[src/rtl/mts_pkg.sv]
// Shared constants, types and codes of the max-tracking stack.
`timescale 1ns / 1ps
package mts_pkg;

    localparam int STACK_DEPTH = 64;
    localparam int DATA_W      = 32;
    localparam int FILL_W      = 7;
    localparam int STATUS_W    = 2;
    localparam int CNT_W       = $clog2(STACK_DEPTH + 1);
    localparam int PTR_W       = $clog2(STACK_DEPTH);

    typedef enum logic {
        FUNC_PUSH = 1'b0,
        FUNC_POP  = 1'b1
    } t_func;

    typedef enum logic [STATUS_W-1:0] {
        ST_OK        = 2'd0,
        ST_OVERFLOW  = 2'd1,
        ST_UNDERFLOW = 2'd2
    } t_status;

    typedef enum logic [1:0] {
        S_IDLE,
        S_FETCH,
        S_HOLD
    } t_state;

    // Commands from the controller to the datapath.
    typedef struct packed {
        logic accept;     // item taken this cycle: apply push or pop
        logic use_rdata;  // memory read of the new top is valid now
        logic load_out;   // capture the result into the output register
    } t_dp_cmd;

endpackage

[src/rtl/mts_in_if.sv]
// Input channel of the max-tracking stack: operation and value.
`timescale 1ns / 1ps
interface mts_in_if;
    import mts_pkg::*;

    logic                     valid;
    logic                     ready;
    logic                     func;
    logic signed [DATA_W-1:0] push_value;

    modport source (output valid, output func, output push_value, input ready);
    modport sink   (input valid, input func, input push_value, output ready);
endinterface

[src/rtl/mts_out_if.sv]
// Result channel of the max-tracking stack.
`timescale 1ns / 1ps
interface mts_out_if;
    import mts_pkg::*;

    logic                     valid;
    logic                     ready;
    logic signed [DATA_W-1:0] top_value;
    logic signed [DATA_W-1:0] max_value;
    logic [FILL_W-1:0]        fill_count;
    logic                     is_empty;
    logic [STATUS_W-1:0]      status;

    modport source (output valid, output top_value, output max_value, output fill_count,
                    output is_empty, output status, input ready);
    modport sink   (input valid, input top_value, input max_value, input fill_count,
                    input is_empty, input status, output ready);
endinterface

[src/rtl/mts_ctrl.sv]
// Controller of the max-tracking stack: sequences accept, top refresh and result.
`timescale 1ns / 1ps
module mts_ctrl (
    input  logic             i_clk,
    input  logic             i_rst_n,
    input  logic             i_in_valid,
    output logic             o_in_ready,
    input  logic             i_out_ready,
    output logic             o_out_valid,
    output mts_pkg::t_dp_cmd o_cmd
);
    import mts_pkg::*;

    t_state r_state;
    t_state n_state;
    logic   r_out_valid;
    logic   n_out_valid;
    logic   slot_free;

    assign slot_free   = !r_out_valid || i_out_ready;
    assign o_out_valid = r_out_valid;

    always_ff @(posedge i_clk) begin
        if (!i_rst_n) begin
            r_state     <= S_IDLE;
            r_out_valid <= 1'b0;
        end else begin
            r_state     <= n_state;
            r_out_valid <= n_out_valid;
        end
    end

    always_comb begin
        n_state   = r_state;
        o_cmd     = '0;
        o_in_ready = 1'b0;
        // drop the held result once taken
        n_out_valid = r_out_valid && !i_out_ready;
        case (r_state)
            S_IDLE: begin
                // hold off the input while reset is asserted
                o_in_ready   = i_rst_n;
                o_cmd.accept = i_in_valid && i_rst_n;
                if (i_in_valid && i_rst_n) begin
                    n_state = S_FETCH;
                end
            end
            S_FETCH: begin
                o_cmd.use_rdata = 1'b1;
                o_cmd.load_out  = slot_free;
                if (slot_free) begin
                    n_out_valid = 1'b1;
                    n_state     = S_IDLE;
                end else begin
                    n_state = S_HOLD;
                end
            end
            S_HOLD: begin
                o_cmd.load_out = slot_free;
                if (slot_free) begin
                    n_out_valid = 1'b1;
                    n_state     = S_IDLE;
                end
            end
            default: begin
                n_state = S_IDLE;
            end
        endcase
    end

endmodule

[src/rtl/mts_datapath.sv]
// Datapath of the max-tracking stack: entry memory, top cache, count and result register.
`timescale 1ns / 1ps
module mts_datapath (
    input  logic                              i_clk,
    input  logic                              i_rst_n,
    input  mts_pkg::t_dp_cmd                  i_cmd,
    input  logic                              i_func,
    input  logic signed [mts_pkg::DATA_W-1:0] i_push_value,
    output logic signed [mts_pkg::DATA_W-1:0] o_top_value,
    output logic signed [mts_pkg::DATA_W-1:0] o_max_value,
    output logic [mts_pkg::FILL_W-1:0]        o_fill_count,
    output logic                              o_is_empty,
    output logic [mts_pkg::STATUS_W-1:0]      o_status
);
    import mts_pkg::*;

    // each entry holds {value, running max of itself and all below}
    logic [2*DATA_W-1:0] r_mem [STACK_DEPTH];
    logic [2*DATA_W-1:0] r_rdata;

    logic [CNT_W-1:0]         r_count;
    logic signed [DATA_W-1:0] r_top_value;
    logic signed [DATA_W-1:0] r_top_max;
    logic                     r_was_pop;
    t_status                  r_status;

    logic signed [DATA_W-1:0] r_out_top;
    logic signed [DATA_W-1:0] r_out_max;
    logic [FILL_W-1:0]        r_out_fill;
    logic                     r_out_empty;
    t_status                  r_out_status;

    logic                     full;
    logic                     empty;
    logic                     is_pop;
    logic                     do_push;
    logic                     do_pop;
    logic                     refresh;
    logic [PTR_W-1:0]         rd_addr;
    logic signed [DATA_W-1:0] below_max;
    logic signed [DATA_W-1:0] push_max;
    logic signed [DATA_W-1:0] view_top;
    logic signed [DATA_W-1:0] view_max;

    assign full    = (r_count == CNT_W'(STACK_DEPTH));
    assign empty   = (r_count == '0);
    assign is_pop  = (i_func == FUNC_POP);
    assign do_push = i_cmd.accept && !is_pop && !full;
    assign do_pop  = i_cmd.accept && is_pop && !empty;
    assign refresh = i_cmd.use_rdata && r_was_pop;

    // entry that becomes the top after a pop
    assign rd_addr   = PTR_W'(r_count - CNT_W'(2));
    assign below_max = r_top_max;
    assign push_max  = (!empty && (below_max > i_push_value)) ? below_max : i_push_value;

    assign view_top = refresh ? $signed(r_rdata[2*DATA_W-1:DATA_W]) : r_top_value;
    assign view_max = refresh ? $signed(r_rdata[DATA_W-1:0])        : r_top_max;

    always_ff @(posedge i_clk) begin
        if (do_push) begin
            r_mem[r_count[PTR_W-1:0]] <= {i_push_value, push_max};
        end
        r_rdata <= r_mem[rd_addr];
    end

    always_ff @(posedge i_clk) begin
        if (!i_rst_n) begin
            r_count   <= '0;
            r_was_pop <= 1'b0;
            r_status  <= ST_OK;
        end else if (i_cmd.accept) begin
            r_was_pop <= do_pop;
            if (do_push) begin
                r_count  <= r_count + CNT_W'(1);
                r_status <= ST_OK;
            end else if (do_pop) begin
                r_count  <= r_count - CNT_W'(1);
                r_status <= ST_OK;
            end else if (is_pop) begin
                r_status <= ST_UNDERFLOW;
            end else begin
                r_status <= ST_OVERFLOW;
            end
        end
    end

    always_ff @(posedge i_clk) begin
        if (do_push) begin
            r_top_value <= i_push_value;
            r_top_max   <= push_max;
        end else if (refresh) begin
            r_top_value <= view_top;
            r_top_max   <= view_max;
        end
    end

    always_ff @(posedge i_clk) begin
        if (i_cmd.load_out) begin
            r_out_top    <= empty ? '0 : view_top;
            r_out_max    <= empty ? '0 : view_max;
            r_out_fill   <= FILL_W'(r_count);
            r_out_empty  <= empty;
            r_out_status <= r_status;
        end
    end

    assign o_top_value  = r_out_top;
    assign o_max_value  = r_out_max;
    assign o_fill_count = r_out_fill;
    assign o_is_empty   = r_out_empty;
    assign o_status     = r_out_status;

endmodule

[src/rtl/max_tracking_stack_unit.sv]
// Top level of the max-tracking stack: controller and datapath joined to the channels.
//
// Usage:
//   i_in carries one item per handshake: func (0 push push_value, 1 pop).
//   o_out returns exactly one item per input item: top_value, max_value,
//   fill_count, is_empty and status (0 ok, 1 overflow, 2 underflow).
//   Both channels move an item at a rising edge with valid and ready high.
// Sequencing:
//   An accepted item moves the controller from idle to fetch, where its
//   result is loaded into the output register if o_out is free, else it
//   waits in hold. No new item is taken until that result is loaded; every
//   item passes fetch, where a pop takes its new top from the entry memory read.
// Reset:
//   i_rst_n (synchronous, active low) empties the stack, drops any held
//   result and holds i_in.ready low. The entry memory is not cleared; only
//   filled entries reach the outputs.
// Stall:
//   A finished result waits in the output register while the next item is
//   accepted and worked; that item then holds until the register frees.
//   A push into a full stack or a pop from an empty one leaves it unchanged.
`timescale 1ns / 1ps
module max_tracking_stack_unit (
    input  logic      i_clk,
    input  logic      i_rst_n,
    mts_in_if.sink    i_in,
    mts_out_if.source o_out
);
    import mts_pkg::*;

    t_dp_cmd cmd;
    logic    in_ready;
    logic    out_valid;

    // Sequence: accept, refresh the top from memory, load the result.
    mts_ctrl u_ctrl (
        .i_clk       (i_clk),
        .i_rst_n     (i_rst_n),
        .i_in_valid  (i_in.valid),
        .o_in_ready  (in_ready),
        .i_out_ready (o_out.ready),
        .o_out_valid (out_valid),
        .o_cmd       (cmd)
    );

    // Hold the stack, its cached top and the result register.
    mts_datapath u_datapath (
        .i_clk        (i_clk),
        .i_rst_n      (i_rst_n),
        .i_cmd        (cmd),
        .i_func       (i_in.func),
        .i_push_value (i_in.push_value),
        .o_top_value  (o_out.top_value),
        .o_max_value  (o_out.max_value),
        .o_fill_count (o_out.fill_count),
        .o_is_empty   (o_out.is_empty),
        .o_status     (o_out.status)
    );

    assign i_in.ready  = in_ready;
    assign o_out.valid = out_valid;

endmodule

[src/flat_wrapper.sv]
// flat-port wrapper written by rule: the top's interface ports become plain ports
module max_tracking_stack_unit_flat import mts_pkg::*;
  (i_clk, i_rst_n, i_in_valid, i_in_func, i_in_push_value, i_in_ready, o_out_valid, o_out_top_value, o_out_max_value, o_out_fill_count, o_out_is_empty, o_out_status, o_out_ready);
  mts_in_if i_in_i ();
  mts_out_if o_out_i ();
  input  logic i_clk;
  input  logic i_rst_n;
  input wire logic [$bits(i_in_i.valid)-1:0] i_in_valid;
  input wire logic [$bits(i_in_i.func)-1:0] i_in_func;
  input wire logic [$bits(i_in_i.push_value)-1:0] i_in_push_value;
  output wire logic [$bits(i_in_i.ready)-1:0] i_in_ready;
  output wire logic [$bits(o_out_i.valid)-1:0] o_out_valid;
  output wire logic [$bits(o_out_i.top_value)-1:0] o_out_top_value;
  output wire logic [$bits(o_out_i.max_value)-1:0] o_out_max_value;
  output wire logic [$bits(o_out_i.fill_count)-1:0] o_out_fill_count;
  output wire logic [$bits(o_out_i.is_empty)-1:0] o_out_is_empty;
  output wire logic [$bits(o_out_i.status)-1:0] o_out_status;
  input wire logic [$bits(o_out_i.ready)-1:0] o_out_ready;
  assign i_in_i.valid = i_in_valid;
  assign i_in_i.func = i_in_func;
  assign i_in_i.push_value = i_in_push_value;
  assign i_in_ready = i_in_i.ready;
  assign o_out_valid = o_out_i.valid;
  assign o_out_top_value = o_out_i.top_value;
  assign o_out_max_value = o_out_i.max_value;
  assign o_out_fill_count = o_out_i.fill_count;
  assign o_out_is_empty = o_out_i.is_empty;
  assign o_out_status = o_out_i.status;
  assign o_out_i.ready = o_out_ready;
  max_tracking_stack_unit u_core (.i_clk(i_clk), .i_rst_n(i_rst_n), .i_in(i_in_i), .o_out(o_out_i));
endmodule
[config.mk]
export PLATFORM = sky130hd
export DESIGN_NAME = max_tracking_stack_unit_flat
export DESIGN_NICKNAME = d
export VERILOG_FILES = /design/src/rtl/mts_pkg.sv /design/src/rtl/mts_in_if.sv /design/src/rtl/mts_out_if.sv /design/src/rtl/mts_ctrl.sv /design/src/rtl/mts_datapath.sv /design/src/rtl/max_tracking_stack_unit.sv /design/src/flat_wrapper.sv
export SDC_FILE = /design/constraint.sdc
export NUM_CORES = 2
export LEC_CHECK = 0
export ABC_CLOCK_PERIOD_IN_PS = 7550
export BUFFER_PORTS_ARGS = -buffer_cell sky130_fd_sc_hd__buf_2
export CORE_MARGIN = 3
export CORE_UTILIZATION = 55
export CTS_CLUSTER_DIAMETER = 200
export DETAILED_ROUTE_END_ITERATION = 8
export PLACE_DENSITY = 0.71
export REMOVE_ABC_BUFFERS = 1
export SLEW_MARGIN = 20
export SYNTH_ARGS = -nofsm -noshare
export SYNTH_HDL_FRONTEND = slang
export SYNTH_SLANG_ARGS = --single-unit
[constraint.sdc]
create_clock -name i_clk -period 7.55 [get_ports i_clk]
set_input_delay 0.755 -clock i_clk [delete_from_list [all_inputs] [get_ports i_clk]]
set_output_delay 0.755 -clock i_clk [all_outputs]
set_load 0.005 [all_outputs]
==> results.yml <==
critical_path:
  r2r-end: "u_core.u_datapath.r_mem[52][34]$_DFFE_PP_"
  worst_path_most_repeated_cell: "nor2_1"
  reg2reg_depth: 10
  rr_startpoint: "u_core.u_ctrl.r_state[1]$_SDFFE_PN0P_"
  cp-start-kind: "flip-flop"
  worst-path-buf-inv: 3
  slowest_delay_ns: 1.06
  cp_top_family: "simple AND/OR/NAND/NOR gates"
  end_kind: "flip-flop"
  crit_chain: "inv_1, ha_1, nand3_1, nor2_1, a21boi_1, inv_4, nor2_1, nand2_1, nor2_4, buf_4"
  cp-startpoint: "u_core.u_ctrl.r_state[1]$_SDFFE_PN0P_"
  crit_slowest_cell: "a21boi_1"
  critical_path_arrival_ns: 6.66
  worstSetupPathType: "flip-flop to flip-flop"
  critical_path_required_ns: 8.11
  ff2ff_setup_slack_ns: 1.45
  cp_max_fo: 45
power:
  p_comb_frac: 0.112
  p_int_uw: 41600
  netSwitchingFraction: 0.235
  clockPowerShare: 0.384
  p_seq_frac: 0.503
  power_density_nw_per_um2: 293
  p_leak_uw: 0.0565
  finalPower_uw: 54300
  p_sw_uw: 12700
  vdd.ir_drop.worst_mv: 0.221
logic_synthesis:
  synthFlopType: "edfxtp_1"
  seq_area_frac_synth: 0.783
  async_flop_share: 0
  netlist_area_um2: 164000
  yosysMostFrequentCell: "edfxtp_1"
  ys_seq_elements: 4311
  synth_area_leaders: "edfxtp_1, mux4_2, dfxtp_1, clkbuf_1, ha_1"
  synth_top_area_cell: "edfxtp_1"
  synth_cell_types: 55
  yosysTopAreaCellShare: 0.773
  syn_inst: 6627
  synth_edf_count: 4234
  netlist_top_cells_count: "edfxtp_1, mux4_2, clkbuf_1, nor2_1, nand2_1"
  ys_warn_count: 0
  syn_avg_cell_area_um2: 24.8
clock_tree:
  cts_buffer_depth: 4
  cts_inserted_buffers: 419
  cts_tree: "built"
  cts_setup_buffers: 0
  cts-htree-levels: 5
  cts_hold_buf: 0
  clockRootBuffer: "clkbuf_16"
  clkSlewWorstSetupHoldPaths_ns: 0.06
  clock_latency_ns: 0.99
  ctsResizeCount: 0
  clock-sinks: 4311
die:
  start_util: 0.553
  die_h_um: 553
  die-area_um2: 306000
  num_rows: 200
  die_w_um: 553
  io_pins: 113
  fp.coreArea_um2: 297000
placement:
  place_ws_ns: 1.38
  port_buffers: 112
  dp_hpwl_mm: 238
  gp_congestion: 0.869
routing:
  via_count: 79700
  wire_per_inst_um: 39.7
  ant_nets: 0
  drt-total-wl_mm: 452
  via_per_inst: 7.00
  drc: 0
  drt_pre_antenna_iters: 5
  drt-initial-drc-count: 13900
timing:
  setup_slack_ns: 1.45
  fin_setup_tns_ns: 0
  rsz0062_at_grt: "no"
  period_minus_slack_ns: 6.10
  setup-violations-final: 0
  period_share: 0.807
  fmax_mhz: 164
  hold_viol: 0
  tightestPinTransition_ns: 1.27
  finalMaxSlewViolations: 0
  maxSlewHeadroom: 0.149
  skew_ns: 0.0782
min_path:
  min_path_cells: 3
  min_from: "i_in_valid"
  whs_endpoint: "u_core.u_ctrl.r_state[0]$_SDFFE_PN0P_"
  hp-class: "input port to flip-flop"
final_layout:
  final_util: 0.624
  area_growth_pct: 12.9
  drive_above_1_share: 0.326
  final_nets: 7164
run_status:
  status: "finished, final reports clean"
global_routing:
  grt_pass1_vias: 78400
  grt_max_degree: 147
  grt_pass1_wl_mm: 631
  overflow: 0
  antenna_found_initial: 21
  grtUsageTotal: 0.296
job:
  maxCapViolCount: 0
[power groups by stage]
| stage | Sequential (uW) | Clock [uW] | Combinational, uW |
|---|---|---|---|
| after CTS | 27300 | 21100 | 6050 |
| final | 27300 | 20900 | 6090 |
| after global routing | 27300 | 22000 | 6350 |
| after global placement | 27800 | 0 | 5920 |
| after floorplan | 28000 | 0 | 7970 |
| after detailed placement | 27800 | 0 | 6020 |
[metrics by stage]
step,cells,hold WS (ns),area [um^2]
2_1_floorplan,6282,0.408,163000
3_3_place_gp,10600,0.420,172000
3_5_place_dp,10600,0.433,172000
4_1_cts,11400,0.0750,185000
5_1_grt,11400,0.141,186000
6_report,11400,0.133,186000
[cell type report]
| class | count | area [um^2] |
|---|---|---|
| diodes | 9 | 22.5 |
| repair buffers | 378 | 3320 |
| clock inverters | 230 | 2480 |
| multi-input cells | 1929 | 34700 |
| inverters | 42 | 160 |
| flip-flops and latches | 4311 | 129000 |
| well taps | 3939 | 4930 |
| fillers | 19100 | 112000 |
| clock buffers | 543 | 11200 |
[state kept, by name (all words and copies together), names as in the netlist]
signal	count
u_core.u_datapath.r_rdata	64
u_core.u_datapath.o_is_empty	1
u_core.u_ctrl.o_out_valid	1
u_core.u_datapath.r_was_pop	1
u_core.u_datapath.r_top_value	32
u_core.u_ctrl.r_state	2
u_core.u_datapath.o_top_value	32
u_core.u_datapath.r_mem	4096
u_core.u_datapath.o_fill_count	7
u_core.u_datapath.r_status	2
u_core.u_datapath.o_status	2
u_core.u_datapath.o_max_value	32
u_core.u_datapath.below_max	32
u_core.u_datapath.r_count	7
[placed cells by master (no fill, tap or decap), types with 17 or more instances in the layout]
| cell | count |
|---|---|
| clkbuf_16 | 424 |
| edfxtp_1 | 4234 |
| a221o_1 | 32 |
| buf_4 | 203 |
| dfxtp_1 | 75 |
| inv_1 | 41 |
| clkbuf_8 | 17 |
| clkinv_2 | 71 |
| a21oi_1 | 86 |
| mux4_2 | 1344 |
| nor2_1 | 74 |
| mux2i_1 | 32 |
| clkbuf_1 | 102 |
| bufinv_16 | 41 |
| clkinv_1 | 82 |
| a22o_1 | 18 |
| ha_1 | 44 |
| buf_12 | 54 |
| nand2_1 | 92 |
| nor2_4 | 65 |
| buf_2 | 112 |
[logic make-up after synthesis]
| group | count (synthesis) | synth area share |
|---|---|---|
| AO/OA/AOI/OAI | 185 | 0.00777 |
| XOR/XNOR | 9 | 0.000479 |
| adder cells (fa/ha/maj) | 46 | 0.00355 |
| buffers and inverters | 387 | 0.0101 |
| flip-flops | 4311 | 0.783 |
| multiplexers | 1409 | 0.188 |
| AND/OR/NAND/NOR | 280 | 0.00717 |
[worst register-to-register path: stages (launching register included)]
cell	delay [ns]
dfxtp_1	0.32
inv_1	0.11
ha_1	0.23
nand3_1	0.40
nor2_1	0.53
a21boi_1	1.06
inv_4	0.61
nor2_1	0.41
nand2_1	0.52
nor2_4	0.91
buf_4	0.55
[how the worst max path moves through the flow]
| stage | cells past startpoint | to | slack (ns) |
|---|---|---|---|
| 2_1_floorplan | 2 | u_core.u_datapath.r_mem[49][0]$_DFFE_PP_ | -45.71 |
| 3_3_place_gp | 9 | u_core.u_datapath.r_mem[34][7]$_DFFE_PP_ | 1.59 |
| 3_5_place_dp | 9 | u_core.u_datapath.r_mem[0][17]$_DFFE_PP_ | 1.38 |
| 4_1_cts | 8 | u_core.u_datapath.r_mem[0][34]$_DFFE_PP_ | 1.36 |
| 5_1_grt | 10 | u_core.u_datapath.r_mem[52][50]$_DFFE_PP_ | 1.38 |
| 6_report | 10 | u_core.u_datapath.r_mem[52][34]$_DFFE_PP_ | 1.45 |
[routing by layer]
metal / part of all wire / routed length [um] / vias up / global-route usage
met5: 0.000077 / 35 / - / 0
met1: 0.36 / 164000 / 42900 / 0.426
met2: 0.47 / 210000 / 6228 / 0.447
met4: 0.037 / 16600 / 6 / 0.0916
li1: - / - / 29700 / -
met3: 0.13 / 60900 / 885 / 0.0860
Power figures use the tool's default switching activity.
